<file path="config.mk">
export PLATFORM = sky130hd
export DESIGN_NAME = pait_queue
export DESIGN_NICKNAME = d
export VERILOG_FILES = /design/src/hw/rtl/pait_pkg.sv /design/src/hw/rtl/pait_queue.sv
export SDC_FILE = /design/constraint.sdc
export NUM_CORES = 1
export LEC_CHECK = 0
export BUFFER_PORTS_ARGS = -buffer_cell sky130_fd_sc_hd__buf_2
export CELL_PAD_IN_SITES_DETAIL_PLACEMENT = 0
export CELL_PAD_IN_SITES_GLOBAL_PLACEMENT = 2
export CORE_UTILIZATION = 36
export DETAILED_ROUTE_END_ITERATION = 16
export PLACE_DENSITY = 0.87
export REMOVE_ABC_BUFFERS = 1
export SYNTH_ARGS = -nofsm -noshare
export SYNTH_HDL_FRONTEND = slang
export SYNTH_SLANG_ARGS = --single-unit
</file>
<file path="constraint.sdc">
create_clock -name clk -period 2.1 [get_ports clk]
set_input_delay 0.315 -clock clk [delete_from_list [all_inputs] [get_ports clk]]
set_output_delay 0.315 -clock clk [all_outputs]
set_load 0.1 [all_outputs]
</file>
<file path="src/hw/rtl/pait_pkg.sv">
`timescale 1ns / 1ps
// ----------------------------------------------------------------------------
// Indicator timer bank package
// Shared constants, codes and item types of the indicator timer bank.
// ----------------------------------------------------------------------------
package pait_pkg;

    localparam int unsigned TickRateDefault   = 1000;
    localparam int unsigned KeyPeriodDefault  = 50;
    localparam int unsigned TimerWidthDefault = 24;

    localparam int unsigned QueueDepth    = 2;
    localparam int unsigned CfgIndexWidth = 3;
    localparam int unsigned CfgDataWidth  = 3;

    localparam int unsigned EnFlash   = 0;
    localparam int unsigned EnSound   = 1;
    localparam int unsigned EnVibrate = 2;

    typedef enum logic [2:0] {
        CFG_PULSE_ENABLES    = 3'd0,
        CFG_PULSE_SOUND_TYPE = 3'd1,
        CFG_ALERT_ENABLES    = 3'd2,
        CFG_ALERT_STYLE      = 3'd3,
        CFG_DISPLAY_SLEEP    = 3'd4
    } cfg_reg_t;

    typedef enum logic [2:0] {
        OP_TICK     = 3'd0,
        OP_PULSE    = 3'd1,
        OP_ALERT    = 3'd2,
        OP_REQUEST  = 3'd3,
        OP_TRIGGER  = 3'd4,
        OP_CANCEL   = 3'd5,
        OP_VIBRATE  = 3'd6,
        OP_SET_LED  = 3'd7
    } op_t;

    typedef enum logic [3:0] {
        DUR_NONE     = 4'd0,
        DUR_ONE_TICK = 4'd1,
        DUR_1MS      = 4'd2,
        DUR_4MS      = 4'd3,
        DUR_15MS     = 4'd4,
        DUR_50MS     = 4'd5,
        DUR_100MS    = 4'd6,
        DUR_250MS    = 4'd7,
        DUR_500MS    = 4'd8,
        DUR_10S      = 4'd9,
        DUR_30S      = 4'd10,
        DUR_60S      = 4'd11,
        DUR_120S     = 4'd12,
        DUR_300S     = 4'd13,
        DUR_FOREVER  = 4'd14
    } dur_t;

    typedef struct packed {
        logic [2:0] operation;
        logic       alarm_level;
        logic       lock_mode;
        logic       display_enabled;
        logic       random_bit;
        logic       led_enable;
    } item_t;

    typedef struct packed {
        logic backlight_on;
        logic buzzer_on;
        logic vibrator_on;
        logic pulse_led_on;
        logic heartbeat_strobe;
        logic keyboard_strobe;
        logic backlight_active;
        logic display_awake;
        logic backlight_pending;
    } result_t;

    typedef struct packed {
        op_t  op;
        logic bl_flash;
        logic buz_set;
        logic buz_pulse;
        dur_t buz_dur;
        logic vib_set;
        dur_t vib_dur;
        logic alert_flash;
        dur_t req_dur;
        logic random_bit;
        logic led_enable;
    } cmd_t;

    typedef struct packed {
        logic buzzer_on;
        logic buzzer_running;
        logic vibrator_on;
        logic vibrator_running;
    } status_t;

endpackage

</file>
<file path="src/hw/rtl/pait_queue.sv">
`timescale 1ns / 1ps
// ----------------------------------------------------------------------------
// Indicator timer bank command queue
// Short first-in first-out buffer between the front end and the timer core.
// ----------------------------------------------------------------------------
module pait_queue (
    input  logic           clk,
    input  logic           rst_n,
    input  logic           push_valid,
    output logic           push_ready,
    input  pait_pkg::cmd_t push_data,
    output logic           pop_valid,
    input  logic           pop_ready,
    output pait_pkg::cmd_t pop_data
);
    import pait_pkg::*;

    localparam int unsigned PtrWidth   = (QueueDepth > 1) ? $clog2(QueueDepth) : 1;
    localparam int unsigned CountWidth = $clog2(QueueDepth + 1);

    cmd_t                  entry_reg [QueueDepth];
    logic [PtrWidth-1:0]   wr_ptr_reg;
    logic [PtrWidth-1:0]   rd_ptr_reg;
    logic [CountWidth-1:0] count_reg;
    logic [CountWidth-1:0] count_next;
    logic                  push;
    logic                  pop;

    function automatic logic [PtrWidth-1:0] step_ptr(logic [PtrWidth-1:0] p);
        return (p == PtrWidth'(QueueDepth - 1)) ? '0 : p + PtrWidth'(1);
    endfunction

    assign push_ready = (count_reg != CountWidth'(QueueDepth));
    assign pop_valid  = (count_reg != '0);
    assign push       = push_valid && push_ready;
    assign pop        = pop_valid && pop_ready;
    assign pop_data   = entry_reg[rd_ptr_reg];

    always_comb begin
        count_next = count_reg;
        if (push && !pop) begin
            count_next = count_reg + CountWidth'(1);
        end else if (pop && !push) begin
            count_next = count_reg - CountWidth'(1);
        end
    end

    always_ff @(posedge clk or negedge rst_n) begin
        if (!rst_n) begin
            wr_ptr_reg <= '0;
            rd_ptr_reg <= '0;
            count_reg  <= '0;
        end else begin
            if (push) begin
                wr_ptr_reg <= step_ptr(wr_ptr_reg);
            end
            if (pop) begin
                rd_ptr_reg <= step_ptr(rd_ptr_reg);
            end
            count_reg <= count_next;
        end
    end

    always_ff @(posedge clk) begin
        if (push) begin
            entry_reg[wr_ptr_reg] <= push_data;
        end
    end

endmodule

</file>
==> results of run 1 <==
worst paths after layout:
check	from	end	slack (ns)	cells past startpoint
worst max-delay path	rd_ptr_reg	pop_data[18]	0.36	3
worst min-delay path	push_data[5]	entry_reg[0][5]	0.20	1
worst max register to register	count_reg[0]	count_reg[1]	0.57	7
worst min register to register	count_reg[1]	count_reg[1]	0.51	1
max in group asynchronous	rst_n	wr_ptr_reg	1.63	2
min in group asynchronous	rst_n	count_reg[0]	0.36	2
cell families after synthesis:
| group | Yosys count |
|---|---|
| buf+inv | 3 |
| xor+xnor | 5 |
| mux | 22 |
| simple gates | 7 |
| fa+ha+maj | 1 |
| flops | 48 |
layout make-up:
class	count	share of cell area [%]
Sequential cell	48	55.2
Timing Repair Buffer	54	23.9
Multi-Input combinational cell	35	13.3
Tap cell	67	3.26
Clock buffer	5	2.67
Clock inverter	3	1.46
Inverter	1	0.146
through the flow:
step	hold WS (ns)	TNS (ns)	setup WS [ns]	std cells	utilization (%)
finish	0.205	0	0.355	213	54.1
global route	0.182	0	0.285	213	54.1
CTS	0.190	0	0.330	213	54.1
detailed placement	0.126	0	0.547	204	51.7
global placement	0.123	0	0.668	204	51.7
floorplan	0.0194	-21.01	-0.730	84	-
cells in the mapped netlist:
master | n | area share, %
and3_1 | 1 | 0.35
ha_1 | 1 | 0.70
buf_6 | 2 | 1.3
dfrtp_1 | 4 | 5.6
edfxtp_1 | 44 | 74
nand2_2 | 1 | 0.35
nor2_1 | 2 | 0.42
nand2b_1 | 1 | 0.35
nand2_1 | 1 | 0.21
or2_1 | 1 | 0.35
xnor2_1 | 3 | 1.5
xor2_1 | 2 | 0.98
mux2_2 | 22 | 14
inv_1 | 1 | 0.21
timing repair:
action / in CTS / in global routing
hold endpoints to repair: 4 / 0
buffers inserted: 0 / 0
hold buffers: 1 / 0
layer usage:
metal / vias to the layer above / global-route usage, %
met2: 37 / 21.7
met5: - / 0
met4: 0 / 3.92
li1: 443 / -
met1: 457 / 15.9
met3: 6 / 5.28
==> flow_summary.toml, run 1 <==
[worst_setup_path]
cp.buffers_inverters = 2
worstPathArrival_ns = 1.43
cp_cell_sequence = "buf_4 > mux2_2 > buf_12"
required_ns = 1.78
cp-start-kind = "flip-flop"
cpPeakStageDelay_ns = 0.40
crit_fanout = 14
critical_path_class = "reg2out"
worst_setup_path_end_kind = "output port"
critPathSlowestCell = "mux2_2"
critPathTopFamily = "multiplexers"

[finish]
drive_above_1_share_pct = 56.8
area_growth_pct = 43.9
fin_nets = 172
regArea_mm2 = 0.00142
largest_reg_flops = 44
n_fill_cell = 406
fin_area_mm2 = 0.00257
multiInputGateArea_um2 = 343
final_common_cell = "edfxtp_1"
antenna-diode-count = 0
layout_common_cells = "44 x edfxtp_1, 27 x buf_2, 22 x mux2_2, 22 x buf_12, 5 x clkbuf_8"

[min_path]
min_path_type = "in2reg"

[detailed_routing]
drt-met1-wl_um = 1250
firstDrtPassIters = 4
drtAntennaViolNets = 0
wl_met2_um = 1530
route.met3.wl_um = 201
drc = 0
via_count = 943
drt_iter0_drc = 92
post_drt_wl_per_cell_um = 14.2
routed.top_layer = "met4"
routed_via_density = 4.43
wirelength_um = 3020

[floorplanning]
die_h_um = 72.5
die_w_um = 72.5
core_mm2 = 0.00475
initial_core_util_pct = 37.6
rows = 25
die_area_mm2 = 0.00525
ioPinCount = 50

[timing]
rsz0062_at_grt = "no"
period_minus_slack_ns = 1.74
fmax_mhz = 573
skew_ns = 0.00519
slew_headroom_pct = 68.1
worstMarginPinSlew_ns = 0.483
finalCritPeriodShare_pct = 83.1
setup_viol = 0
hold_viol_final = 0
drv_slew = 0

[synth]
synth_seq_area_share_pct = 79.5
synth_top_family_by_area = "multiplexers"
syn_inst = 86
synth.mux.area_fraction_pct = 13.9
ys_ff_latch = 48
synthXorXnorAreaFrac_pct = 2.45
ys_types = 14
avgSynthCellArea_um2 = 20.8
syn_area_mm2 = 0.00179
synthSimpleGateAreaFrac_pct = 2.03
ys.warnings.count = 0
synthAdderAreaFrac_pct = 0.700
synth_compound_area_share_pct = 0

[clock_tree]
clock_latency_ns = 0.29
htreeDepth = 2
cts_buffers = 5
cts_buffer_depth = 2
cts_tree = "built"
cts.sinks = 48
ctsResizeCount = 0
clk_root_buffer_cell = "clkbuf_8"
cts.clk_slew.worst_paths_ns = 0.08

[global_routing]
antenna_found_initial = 0
first_global_vias = 1017
gr-usage-all-layers_pct = 13.1
gr-total-overflow = 0
grt_pass1_wl_um = 4930
grt_max_degree = 23

[placement]
gp_congestion = 0.636
dpl.hpwl_um = 2180
io_buffers = 49
placed_area_mm2 = 0.00246

[status]
status = "finished, final reports clean"

[run]
drv_cap = 0
Power of run 1 is not shown: default switching activity piles up to over one toggle a cycle in this logic, so the estimate is an artifact.
==> run 2, diff against run 1 <==
- CORE_UTILIZATION: 36 -> 33
- PLACE_DENSITY: 0.87 -> 0.84
- clock period: 2.1 -> 1.5 ns (I/O delays scaled with it)
==> flow_summary.toml, run 2 (synthesis results as in run 1) <==
[status]
status = "finished with violations"
violations = "setup timing"

[finish]
fin_area_mm2 = 0.00267
multiInputGateArea_um2 = 364
fin_nets = 176
final_cells = 219
fin_util_pct = 51.7
antenna-diode-count = 0
drive_above_1_share_pct = 59.7
final_common_cell = "edfxtp_1"
area_growth_pct = 49.5
n_fill_cell = 422
regArea_mm2 = 0.00142
largest_reg_flops = 44
layout_common_cells = "44 x edfxtp_1, 26 x buf_12, 25 x buf_2"

[global_routing]
met2_usage_pct = 21.0
use_met3_pct = 3.97
grt.busiest_layer = "met2"
first_global_vias = 1024
grt_pass1_wl_um = 4760
gr-usage-all-layers_pct = 11.9
grt_util_met1_pct = 12.7
gr-total-overflow = 0
grt_max_degree = 24
antenna_found_initial = 0

[worst_setup_path]
rrSetupSlack_ns = 0.11
critical_path_class = "reg2out"
r2r-start = "count_reg[0]"
cp-startpoint = "rd_ptr_reg"
worstPathArrival_ns = 1.42
r2r_cells = 7
required_ns = 1.27
crit_fanout = 11
worstReg2RegEnd = "count_reg[1]"
cp-start-kind = "flip-flop"
worst_setup_path_end_kind = "output port"

[placement]
gp_congestion = 0.662
dp.cells = 207
io_buffers = 49
placed_area_mm2 = 0.00251
dpl.hpwl_um = 2210
pre_cts_ws_ns = 0.0255

[min_path]
min_path_type = "in2reg"
holdPathStages = 1
holdCritStartpoint = "push_data[1]"
holdPathEnd = "entry_reg[1][1]"

[clock_tree]
cts_tree = "built"
clock_latency_ns = 0.29
htreeDepth = 2
clk_root_buffer_cell = "clkbuf_8"
cts_buffer_depth = 2
cts.clk_slew.worst_paths_ns = 0.08
cts_buffers = 5
cts.sinks = 48

[floorplanning]
die_area_mm2 = 0.00572
rows = 26
die_w_um = 75.6
ioPinCount = 50
core_mm2 = 0.00517
die_h_um = 75.6
initial_core_util_pct = 34.6

[timing]
finalWorstSetupSlack_ns = -0.146
fmax_mhz = 608
rsz0062_at_grt = "yes"
worstMarginPinSlew_ns = 0.279
drv_slew = 0
period_minus_slack_ns = 1.65
finalCritPeriodShare_pct = 110
slew_headroom_pct = 81.6
skew_ns = 0.00505
hold_viol_final = 0
setup_viol = 22

[detailed_routing]
drc = 0
drtAntennaViolNets = 0
routed_via_density = 4.49
post_drt_wl_per_cell_um = 14.9
firstDrtPassIters = 4
via_count = 984
wirelength_um = 3270
drt_iter0_drc = 15

[run]
drv_cap = 0
run 2: cell count changes in the layout (fill, tap and decap cells not counted):
cell,previous run,this run
buf_4,4,5
clkbuf_1,0,1
bufinv_16,1,0
buf_2,27,25
nand2_2,1,2
dfrtp_2,0,1
clkbuf_16,0,1
nand2_1,1,0
mux2_2,22,17
clkinv_1,2,0
buf_12,22,26
clkinv_2,0,1
dfrtp_1,4,3
mux2_4,0,5
run 2: timing repair:
item / in CTS / in global routing
endpoints found under the setup margin: 24 / 23
hold endpoints to repair: 4 / 0
cloned: 0 / 1
pin swaps: 0 / 1
hold buffers: 1 / 0
setup buffers: 0 / 3
resized for setup: 2 / 6
run 2: per-layer routing:
metal / wire length (um) / vias to the layer above / part of all wire, %
met3: 199 / 7 / 6.1
met4: 63 / 0 / 1.9
met2: 1770 / 33 / 54
met1: 1240 / 492 / 38
met5: 0 / - / 0
li1: - / 452 / -
run 2: how the worst max path moves through the flow:
stage	slack, ns	endpoint	depth (start not counted)
final	-0.15	pop_data[0]	3
after global routing	-0.20	pop_data[21]	3
after CTS	-0.17	pop_data[14]	3
after detailed placement	0.03	count_reg[1]	7
after global placement	0.11	count_reg[1]	7
after floorplan	-1.33	entry_reg[0][0]	3
run 2: metrics by stage:
stage / hold WS (ns) / TNS (ns)
after floorplan: -0.0706 / -51.25
after global placement: 0.0320 / 0
after detailed placement: 0.0386 / 0
after CTS: 0.105 / -3.62
after global routing: 0.104 / -4.07
final: 0.118 / -2.97
run 2: final cells by class:
| class | count | share of cell area, % |
|---|---|---|
| clock buffers | 6 | 2.71 |
| clock inverters | 1 | 0.187 |
| inverters | 1 | 0.140 |
| multi-input cells | 35 | 13.6 |
| flip-flops and latches | 48 | 53.2 |
| well taps | 70 | 3.28 |
| repair buffers | 58 | 26.9 |
run 2: critical path, cell delays in order, from the launching register on:
cell,delay [ns]
dfrtp_2,0.42
clkbuf_16,0.18
mux2_2,0.36
buf_12,0.17
Power of run 2 is left out for the same reason.
