==> src/hw/rtl/pait_pkg.sv <==
`timescale 1ns / 1ps
// ----------------------------------------------------------------------------
// Indicator timer bank package
// Shared constants, codes and item types of the indicator timer bank.
// ----------------------------------------------------------------------------
package pait_pkg;

    localparam int unsigned TickRateDefault   = 1000;
    localparam int unsigned KeyPeriodDefault  = 50;
    localparam int unsigned TimerWidthDefault = 24;

    localparam int unsigned QueueDepth    = 2;
    localparam int unsigned CfgIndexWidth = 3;
    localparam int unsigned CfgDataWidth  = 3;

    localparam int unsigned EnFlash   = 0;
    localparam int unsigned EnSound   = 1;
    localparam int unsigned EnVibrate = 2;

    typedef enum logic [2:0] {
        CFG_PULSE_ENABLES    = 3'd0,
        CFG_PULSE_SOUND_TYPE = 3'd1,
        CFG_ALERT_ENABLES    = 3'd2,
        CFG_ALERT_STYLE      = 3'd3,
        CFG_DISPLAY_SLEEP    = 3'd4
    } cfg_reg_t;

    typedef enum logic [2:0] {
        OP_TICK     = 3'd0,
        OP_PULSE    = 3'd1,
        OP_ALERT    = 3'd2,
        OP_REQUEST  = 3'd3,
        OP_TRIGGER  = 3'd4,
        OP_CANCEL   = 3'd5,
        OP_VIBRATE  = 3'd6,
        OP_SET_LED  = 3'd7
    } op_t;

    typedef enum logic [3:0] {
        DUR_NONE     = 4'd0,
        DUR_ONE_TICK = 4'd1,
        DUR_1MS      = 4'd2,
        DUR_4MS      = 4'd3,
        DUR_15MS     = 4'd4,
        DUR_50MS     = 4'd5,
        DUR_100MS    = 4'd6,
        DUR_250MS    = 4'd7,
        DUR_500MS    = 4'd8,
        DUR_10S      = 4'd9,
        DUR_30S      = 4'd10,
        DUR_60S      = 4'd11,
        DUR_120S     = 4'd12,
        DUR_300S     = 4'd13,
        DUR_FOREVER  = 4'd14
    } dur_t;

    typedef struct packed {
        logic [2:0] operation;
        logic       alarm_level;
        logic       lock_mode;
        logic       display_enabled;
        logic       random_bit;
        logic       led_enable;
    } item_t;

    typedef struct packed {
        logic backlight_on;
        logic buzzer_on;
        logic vibrator_on;
        logic pulse_led_on;
        logic heartbeat_strobe;
        logic keyboard_strobe;
        logic backlight_active;
        logic display_awake;
        logic backlight_pending;
    } result_t;

    typedef struct packed {
        op_t  op;
        logic bl_flash;
        logic buz_set;
        logic buz_pulse;
        dur_t buz_dur;
        logic vib_set;
        dur_t vib_dur;
        logic alert_flash;
        dur_t req_dur;
        logic random_bit;
        logic led_enable;
    } cmd_t;

    typedef struct packed {
        logic buzzer_on;
        logic buzzer_running;
        logic vibrator_on;
        logic vibrator_running;
    } status_t;

endpackage

==> src/hw/rtl/pait_stream_if.sv <==
`timescale 1ns / 1ps
// ----------------------------------------------------------------------------
// Valid/ready stream interface
// Carries one payload per beat from a source to a sink.
// ----------------------------------------------------------------------------
interface pait_stream_if #(
    parameter type payload_t = logic
) ();

    logic     valid;
    logic     ready;
    payload_t data;

    modport source (output valid, output data, input ready);
    modport sink   (input valid, input data, output ready);

endinterface

==> src/hw/rtl/pait_back.sv <==
`timescale 1ns / 1ps
// ----------------------------------------------------------------------------
// Indicator timer bank core
// Runs the down-counters and dividers and registers one result per command.
// ----------------------------------------------------------------------------
module pait_back #(
    parameter int unsigned TICK_RATE   = pait_pkg::TickRateDefault,
    parameter int unsigned KEY_PERIOD  = pait_pkg::KeyPeriodDefault,
    parameter int unsigned TIMER_WIDTH = pait_pkg::TimerWidthDefault
) (
    input  logic             clk,
    input  logic             rst_n,
    input  logic             cmd_valid,
    output logic             cmd_ready,
    input  pait_pkg::cmd_t   cmd,
    pait_stream_if.source    results,
    output pait_pkg::status_t status
);
    import pait_pkg::*;

    typedef logic [TIMER_WIDTH-1:0] timer_t;

    localparam longint unsigned TMask = (64'd1 << TIMER_WIDTH) - 64'd1;
    localparam int unsigned HbWidth  = $clog2(TICK_RATE + 1);
    localparam int unsigned KeyWidth = $clog2(KEY_PERIOD + 1);

    function automatic timer_t sat_ticks(longint unsigned v);
        return (v > TMask - 64'd1) ? timer_t'(TMask - 64'd1) : timer_t'(v);
    endfunction

    localparam timer_t Forever     = timer_t'(TMask);
    localparam timer_t Ticks1ms    = sat_ticks((64'(TICK_RATE) * 64'd1) / 64'd1000);
    localparam timer_t Ticks4ms    = sat_ticks((64'(TICK_RATE) * 64'd4) / 64'd1000);
    localparam timer_t Ticks15ms   = sat_ticks((64'(TICK_RATE) * 64'd15) / 64'd1000);
    localparam timer_t Ticks50ms   = sat_ticks((64'(TICK_RATE) * 64'd50) / 64'd1000);
    localparam timer_t Ticks100ms  = sat_ticks((64'(TICK_RATE) * 64'd100) / 64'd1000);
    localparam timer_t Ticks250ms  = sat_ticks((64'(TICK_RATE) * 64'd250) / 64'd1000);
    localparam timer_t Ticks500ms  = sat_ticks((64'(TICK_RATE) * 64'd500) / 64'd1000);
    localparam timer_t Ticks10s    = sat_ticks(64'(TICK_RATE) * 64'd10);
    localparam timer_t Ticks30s    = sat_ticks(64'(TICK_RATE) * 64'd30);
    localparam timer_t Ticks60s    = sat_ticks(64'(TICK_RATE) * 64'd60);
    localparam timer_t Ticks120s   = sat_ticks(64'(TICK_RATE) * 64'd120);
    localparam timer_t Ticks300s   = sat_ticks(64'(TICK_RATE) * 64'd300);

    function automatic timer_t dur_value(dur_t code);
        timer_t v;
        unique case (code)
            DUR_ONE_TICK: v = timer_t'(1);
            DUR_1MS:      v = Ticks1ms;
            DUR_4MS:      v = Ticks4ms;
            DUR_15MS:     v = Ticks15ms;
            DUR_50MS:     v = Ticks50ms;
            DUR_100MS:    v = Ticks100ms;
            DUR_250MS:    v = Ticks250ms;
            DUR_500MS:    v = Ticks500ms;
            DUR_10S:      v = Ticks10s;
            DUR_30S:      v = Ticks30s;
            DUR_60S:      v = Ticks60s;
            DUR_120S:     v = Ticks120s;
            DUR_300S:     v = Ticks300s;
            DUR_FOREVER:  v = Forever;
            default:      v = '0;
        endcase
        return v;
    endfunction

    timer_t bl_count_reg, bl_count_next;
    timer_t req_reg, req_next;
    logic   restart_reg, restart_next;
    logic   awake_reg, awake_next;
    timer_t buz_count_reg, buz_count_next;
    timer_t noise_count_reg, noise_count_next;
    timer_t vib_count_reg, vib_count_next;
    timer_t led_count_reg, led_count_next;
    logic   led_allowed_reg, led_allowed_next;
    logic [HbWidth-1:0]  hb_count_reg, hb_count_next;
    logic [KeyWidth-1:0] key_count_reg, key_count_next;
    logic   bl_out_reg, bl_out_next;
    logic   buz_out_reg, buz_out_next;
    logic   vib_out_reg, vib_out_next;
    logic   led_out_reg, led_out_next;
    logic   hb_strobe;
    logic   key_strobe;

    result_t result_reg, result_next;
    logic    result_valid_reg;

    logic   fire;
    timer_t bl_time;
    timer_t bl_base;
    logic   bl_take;
    timer_t buz_time;
    timer_t noise_load;
    timer_t vib_time;

    assign cmd_ready = !result_valid_reg || results.ready;
    assign fire      = cmd_valid && cmd_ready;

    assign bl_time    = (cmd.op == OP_TRIGGER) ? req_reg : Ticks50ms;
    assign bl_base    = (cmd.op == OP_TRIGGER && restart_reg) ? '0 : bl_count_reg;
    assign bl_take    = (bl_time == Forever) || (bl_base != Forever && bl_time > bl_base);
    assign buz_time   = dur_value(cmd.buz_dur) + (cmd.buz_pulse ? timer_t'(1) : timer_t'(0));
    assign noise_load = !cmd.buz_pulse ? timer_t'(1) :
                        (buz_count_reg == Forever) ? Forever : buz_count_reg + timer_t'(1);
    assign vib_time   = dur_value(cmd.vib_dur);

    always_comb begin
        bl_count_next    = bl_count_reg;
        req_next         = req_reg;
        restart_next     = restart_reg;
        awake_next       = awake_reg;
        buz_count_next   = buz_count_reg;
        noise_count_next = noise_count_reg;
        vib_count_next   = vib_count_reg;
        led_count_next   = led_count_reg;
        led_allowed_next = led_allowed_reg;
        hb_count_next    = hb_count_reg;
        key_count_next   = key_count_reg;
        bl_out_next      = bl_out_reg;
        buz_out_next     = buz_out_reg;
        vib_out_next     = vib_out_reg;
        led_out_next     = led_out_reg;
        hb_strobe        = 1'b0;
        key_strobe       = 1'b0;

        unique case (cmd.op) inside
            OP_TICK: begin
                if (hb_count_reg != '0) begin
                    hb_count_next = hb_count_reg - HbWidth'(1);
                    if (hb_count_reg == HbWidth'(1)) begin
                        hb_count_next = HbWidth'(TICK_RATE);
                        hb_strobe     = 1'b1;
                    end
                end
                if (key_count_reg != '0) begin
                    key_count_next = key_count_reg - KeyWidth'(1);
                    if (key_count_reg == KeyWidth'(1)) begin
                        key_count_next = KeyWidth'(KEY_PERIOD);
                        key_strobe     = 1'b1;
                    end
                end
                if (bl_count_reg != '0 && bl_count_reg != Forever) begin
                    bl_count_next = bl_count_reg - timer_t'(1);
                    if (bl_count_reg == timer_t'(1)) begin
                        bl_out_next = 1'b0;
                        awake_next  = 1'b0;
                    end
                end
                if (buz_count_reg != '0) begin
                    buz_count_next = buz_count_reg - timer_t'(1);
                    if (buz_count_reg == timer_t'(1)) begin
                        buz_out_next = 1'b0;
                    end else if (noise_count_reg != '0) begin
                        noise_count_next = noise_count_reg - timer_t'(1);
                        buz_out_next     = (noise_count_reg == timer_t'(1)) || cmd.random_bit;
                    end
                end
                if (vib_count_reg != '0) begin
                    vib_count_next = vib_count_reg - timer_t'(1);
                    if (vib_count_reg == timer_t'(1)) begin
                        vib_out_next = 1'b0;
                    end
                end
                if (led_count_reg != '0) begin
                    led_count_next = led_count_reg - timer_t'(1);
                    if (led_count_reg == timer_t'(1)) begin
                        led_out_next = 1'b0;
                    end
                end
            end
            OP_PULSE, OP_ALERT, OP_VIBRATE: begin
                if (cmd.bl_flash && bl_take) begin
                    if (bl_time != timer_t'(1)) begin
                        bl_out_next = 1'b1;
                    end
                    bl_count_next = bl_time;
                end
                if (cmd.alert_flash && req_reg != Forever && req_reg < Ticks500ms) begin
                    req_next = Ticks500ms;
                end
                if (cmd.buz_set && buz_time > buz_count_reg) begin
                    buz_count_next   = buz_time;
                    noise_count_next = noise_load;
                end
                if (cmd.vib_set && vib_time > vib_count_reg) begin
                    vib_out_next   = 1'b1;
                    vib_count_next = vib_time;
                end
                if (cmd.op == OP_PULSE && led_allowed_reg && Ticks50ms > led_count_reg) begin
                    led_out_next   = 1'b1;
                    led_count_next = Ticks50ms;
                end
            end
            OP_REQUEST: begin
                req_next     = dur_value(cmd.req_dur);
                restart_next = 1'b1;
                awake_next   = 1'b1;
            end
            OP_TRIGGER: begin
                bl_count_next = bl_base;
                if (bl_take) begin
                    if (bl_time != timer_t'(1)) begin
                        bl_out_next = 1'b1;
                    end
                    bl_count_next = bl_time;
                end
                req_next     = '0;
                restart_next = 1'b0;
            end
            OP_CANCEL: begin
                bl_count_next = '0;
                awake_next    = 1'b0;
                bl_out_next   = 1'b0;
            end
            default: begin
                led_count_next   = '0;
                led_allowed_next = cmd.led_enable;
            end
        endcase

        result_next.backlight_on      = bl_out_next;
        result_next.buzzer_on         = buz_out_next;
        result_next.vibrator_on       = vib_out_next;
        result_next.pulse_led_on      = led_out_next;
        result_next.heartbeat_strobe  = hb_strobe;
        result_next.keyboard_strobe   = key_strobe;
        result_next.backlight_active  = (bl_count_next != '0);
        result_next.display_awake     = awake_next;
        result_next.backlight_pending = (req_next != '0);
    end

    always_ff @(posedge clk or negedge rst_n) begin
        if (!rst_n) begin
            bl_count_reg     <= '0;
            req_reg          <= '0;
            restart_reg      <= 1'b0;
            awake_reg        <= 1'b0;
            buz_count_reg    <= '0;
            noise_count_reg  <= '0;
            vib_count_reg    <= '0;
            led_count_reg    <= '0;
            led_allowed_reg  <= 1'b0;
            hb_count_reg     <= HbWidth'(TICK_RATE);
            key_count_reg    <= KeyWidth'(KEY_PERIOD);
            bl_out_reg       <= 1'b0;
            buz_out_reg      <= 1'b0;
            vib_out_reg      <= 1'b0;
            led_out_reg      <= 1'b0;
            result_valid_reg <= 1'b0;
        end else begin
            if (fire) begin
                bl_count_reg    <= bl_count_next;
                req_reg         <= req_next;
                restart_reg     <= restart_next;
                awake_reg       <= awake_next;
                buz_count_reg   <= buz_count_next;
                noise_count_reg <= noise_count_next;
                vib_count_reg   <= vib_count_next;
                led_count_reg   <= led_count_next;
                led_allowed_reg <= led_allowed_next;
                hb_count_reg    <= hb_count_next;
                key_count_reg   <= key_count_next;
                bl_out_reg      <= bl_out_next;
                buz_out_reg     <= buz_out_next;
                vib_out_reg     <= vib_out_next;
                led_out_reg     <= led_out_next;
            end
            if (fire) begin
                result_valid_reg <= 1'b1;
            end else if (results.ready) begin
                result_valid_reg <= 1'b0;
            end
        end
    end

    always_ff @(posedge clk) begin
        if (fire) begin
            result_reg <= result_next;
        end
    end

    assign results.valid = result_valid_reg;
    assign results.data  = result_reg;

    assign status.buzzer_on        = buz_out_reg;
    assign status.buzzer_running   = (buz_count_reg != '0);
    assign status.vibrator_on      = vib_out_reg;
    assign status.vibrator_running = (vib_count_reg != '0);

endmodule

==> src/flat_wrapper.sv <==
// flat-port wrapper written by rule: the top's interface ports become plain ports
module pait_back_flat import pait_pkg::*;
#(
    parameter int unsigned TICK_RATE   = pait_pkg::TickRateDefault,
    parameter int unsigned KEY_PERIOD  = pait_pkg::KeyPeriodDefault,
    parameter int unsigned TIMER_WIDTH = pait_pkg::TimerWidthDefault
)
  (clk, rst_n, cmd_valid, cmd_ready, cmd, status, results_valid, results_data, results_ready);
  pait_stream_if results_i ();
  input  logic clk;
  input  logic rst_n;
  input  logic cmd_valid;
  output logic cmd_ready;
  input  pait_pkg::cmd_t cmd;
  output pait_pkg::status_t status;
  output wire logic [$bits(results_i.valid)-1:0] results_valid;
  output wire logic [$bits(results_i.data)-1:0] results_data;
  input wire logic [$bits(results_i.ready)-1:0] results_ready;
  assign results_valid = results_i.valid;
  assign results_data = results_i.data;
  assign results_i.ready = results_ready;
  pait_back #(.TICK_RATE(TICK_RATE), .KEY_PERIOD(KEY_PERIOD), .TIMER_WIDTH(TIMER_WIDTH)) u_core (.clk(clk), .rst_n(rst_n), .cmd_valid(cmd_valid), .cmd_ready(cmd_ready), .cmd(cmd), .results(results_i), .status(status));
endmodule
==> config.mk <==
export PLATFORM = sky130hd
export DESIGN_NAME = pait_back_flat
export DESIGN_NICKNAME = d
export VERILOG_FILES = /design/src/hw/rtl/pait_pkg.sv /design/src/hw/rtl/pait_stream_if.sv /design/src/hw/rtl/pait_back.sv /design/src/flat_wrapper.sv
export SDC_FILE = /design/constraint.sdc
export NUM_CORES = 1
export LEC_CHECK = 0
export ABC_AREA = 1
export BUFFER_PORTS_ARGS = -buffer_cell sky130_fd_sc_hd__buf_2
export CORE_MARGIN = 1.5
export CORE_UTILIZATION = 58
export DETAILED_ROUTE_END_ITERATION = 16
export GPL_ROUTABILITY_DRIVEN = 0
export PLACE_DENSITY_LB_ADDON = 0.15
export SLEW_MARGIN = 15
export SYNTH_ARGS = -nofsm -noshare
export SYNTH_HDL_FRONTEND = slang
export SYNTH_SLANG_ARGS = --single-unit
==> constraint.sdc <==
create_clock -name clk -period 2 [get_ports clk]
set_input_delay 0.3 -clock clk [delete_from_list [all_inputs] [get_ports clk]]
set_output_delay 0.3 -clock clk [all_outputs]
set_load 0.01 [all_outputs]
==> out/metrics.csv <==
stage,metric,value,unit
power_and_ir_drop,power density cells,1200,mW/mm²
status,status,"finished, violations left",
power_and_ir_drop,P_leak,7.22,nW
floorplan,Die Ht,137,µm
synth,cell count after synthesis,1725,
synth,Yosys cell types,49,
finish,ANT cells,0,
power_and_ir_drop,Clock power frac,0.114,
timing,final setup fails,74,
timing,Final Worst Setup Slack,-1190,ps
floorplan,Initial Utilization,0.596,
power_and_ir_drop,Pint,8.08,mW
power_and_ir_drop,Comb pwr share,0.681,
global_routing,initial antenna violation count,0,
cts,clk sinks,100,
detailed_routing,ANT nets after route,0,
finish,nets,2060,
timing,Final Max Tran Viols,0,
cts,Clock Latency Late Sink,380,ps
synth,"top cells by count, synth","629 x nand2_1, 223 x nor2_1, 162 x inv_1, 141 x nand3_1, 99 x dfrtp_1",
critical_path,crit-path max FO,7,
cts,Clock Tree Buf Depth,2,
floorplan,Die X,137,µm
timing,achievable frequency,313,MHz
synth,syn nets,1827,
critical_path,Crit path max-delay family,simple AND/OR/NAND/NOR gates,
finish,share of layout cells above drive strength 1,0.253,
cts,H-tree depth,3,
critical_path,worst path arrival time,3500,ps
global_routing,first-pass GRT wire length,53400,µm
critical_path,crit path capture type,flop,
critical_path,R2R depth,14,
floorplan,I/O Pins,33,
floorplan,core area,0.0174,mm²
job,Max Cap Violations,0,
synth,Synth Cell Area,0.0104,mm²
synth,Post-Synth Adder-Cell Area,0.0915,
timing,clock skew,16.4,ps
worst_hold_path,Hold Path Class,input pin to flop,
detailed_routing,drt pass-1 iters,8,
placed_design,pre-CTS setup slack,-1640,ps
synth,Ys Warns,0,
synth,dominant synthesized flop cell,dfrtp_1,
power_and_ir_drop,Psw,8.45,mW
detailed_routing,WL/cell,16.2,µm
synth,top post-synthesis cells by area,"dfrtp_1 24%, nand2_1 23%, ha_1 9.2%",
critical_path,worst path cell trace,buf_8 > clkinvlp_4 > ha_4 > nor2_4 > o31ai_2 > ha_2 > nand2_1 > nor2_4 > nand3_2 > inv_2 > nor2_1 > ha_1 > a21oi_1 > o21ai_0 > a21oi_1 > nand3_2 > nand2_4 > nand2_8 > nand3_4 > buf_6 > nand2_2 > nand2_1,
timing,relative slew slack,0.550,
critical_path,CP Depth,22,
placed_design,placed wire-length estimate,23800,µm
detailed_routing,number of vias per cell,5.80,
synth,Compound-Gate Fraction of Synth Area,0.0982,
finish,area delta synth->final,32.7,%
detailed_routing,final WL,35400,µm
finish,post-route insts no fill,2188,
global_routing,Total GRT Usage,0.356,
floorplan,Rows,48,
placed_design,Buffers on Ports,30,
cts,CTS tree,built,
synth,"count leader, synth",nand2_1,
cts,CTS root buf,clkbuf_16,
global_routing,largest net degree at the start of global routing,42,
synth,xor/xnor share of the synthesized area,0.0244,
timing,WHS,210,ps
detailed_routing,Vias,12681,
power_and_ir_drop,Peak VDD IR,1.22,mV
synth,post-synthesis sequential area ratio,0.241,
worst_hold_path,Hold Path Depth,4,
synth,register bit total from synthesis,100,
global_routing,vias in the first global route,11458,
detailed_routing,residual DRC count,0,
timing,min cycle time layout,3190,ps
global_routing,GRT overflow,0,
synth,syn_area_per_cell,6.02,µm²
status,failing checks,negative setup slack,
floorplan,die area,0.0187,mm²
synth,Post-synth EDFFs,1,
synth,Synth area leader,dfrtp_1,
synth,largest family of logic cells by synthesized area,simple AND/OR/NAND/NOR gates,
cts,Clock Pin Slew Worst Setup and Hold Paths,80,ps
critical_path,worst setup path class,input pin to flop,
power_and_ir_drop,Switching Share,0.511,
critical_path,CP Launch Type,input pin,
cts,clock buffer count from CTS,9,
critical_path,CP max stage cell,ha_1,
timing,Fin. Hold Viols,0,
synth,simple logic cell fraction of the synthesized area,0.451,
synth,top cell type's share of synthesized area,0.238,
synth,mux share of post-synthesis cell area,0,
timing,unrepaired setup endpoints after global routing,yes,
detailed_routing,1st-iter DRT viols,1382,
synth,"Async S/R FF share, synth",0.990,
timing,Worst-Margin Slew,675,ps
power_and_ir_drop,sequential share of power,0.205,
timing,final worst path period share,1.60,
critical_path,Critical path buffers and inverters,4,
critical_path,Max stage delay on crit path,310,ps
power_and_ir_drop,final total power,16.5,mW
critical_path,CP required,2310,ps
placed_design,cell count after placement,2141,
[what timing repair did]
action | CTS | global route
endpoints found under the hold margin | 32 | 0
setup endpoints to repair | 75 | 75
gates cloned | 5 | 0
setup buffers | 13 | 13
pin swaps | 34 | 50
resized for setup | 124 | 100
hold buffers | 1 | 0
[cells in the final DEF (no fill, tap or decap), types with 10 or more instances in the layout]
master | synthesis | final
a21oi_1 | 44 | 36
dfrtp_1 | 99 | 98
nor2_1 | 223 | 185
buf_4 | 6 | 215
nand3_1 | 141 | 137
nor3_1 | 14 | 10
buf_6 | 5 | 19
buf_2 | 38 | 27
xor2_1 | 24 | 24
inv_1 | 162 | 150
nand2_1 | 629 | 564
buf_12 | 0 | 10
o21ai_0 | 87 | 82
ha_4 | 0 | 13
nor2_4 | 4 | 28
inv_2 | 8 | 15
ha_1 | 76 | 61
nor2_2 | 12 | 26
nand4_1 | 54 | 54
nand2_2 | 10 | 66
[logic make-up after synthesis]
group / Yosys count
AND/OR/NAND/NOR: 1110
buffers and inverters: 231
AO/OA/AOI/OAI: 179
flip-flops: 100
adder cells (fa/ha/maj): 76
XOR/XNOR: 29
[power groups by stage]
stage                     clock [mW]  sequential [mW]  combinational, mW
after floorplan                    0             3.26               6.13
after global placement             0             3.29               8.95
after global routing            1.96             3.46               12.3
final                           1.88             3.40               11.3
after detailed placement           0             3.32               9.23
after CTS                       1.87             3.33               10.0
[final cells by class]
type,count,area [µm²]
multi-input cells,1397,7750
clock inverters,7,86.3
repair buffers,278,2280
fillers,1221,3630
flip-flops and latches,100,2510
well taps,225,282
clock buffers,9,225
inverters,172,663
[worst min-delay path: stages]
cell and delay [ps]:
buf_2 70, inv_1 30, nand2_1 70, nand2_1 60
[routing by layer]
layer | global-route usage | part of all wire | up-vias
met5 | 0 | 0 | -
met4 | 0.122 | 0.042 | 0
met3 | 0.0570 | 0.087 | 163
met2 | 0.613 | 0.47 | 669
met1 | 0.452 | 0.40 | 5841
li1 | - | - | 6008
[per-stage QoR]
stage,utilization,cell area [µm²],TNS [ps]
finish,0.792,13800,-69150
global route,0.792,13800,-76630
CTS,0.763,13300,-60100
detailed placement,0.710,12400,-93900
global placement,0.710,12400,-88790
floorplan,-,10500,-63940
[final timing paths]
| path | startpoint | end | slack (ps) |
|---|---|---|---|
| worst max-delay path | cmd[12] | u_core.noise_count_reg[13] | -1190 |
| worst min-delay path | results_ready | u_core.results.valid | 210 |
| worst max register to register | u_core.vib_count_reg[17] | u_core.vib_count_reg[17] | -520 |
| worst min register to register | u_core.req_reg[21] | u_core.req_reg[21] | 490 |
| max in group asynchronous | rst_n | u_core.buz_count_reg[6] | 830 |
| min in group asynchronous | rst_n | u_core.noise_count_reg[22] | 430 |
Note: power is estimated with default switching activity, not from simulation.
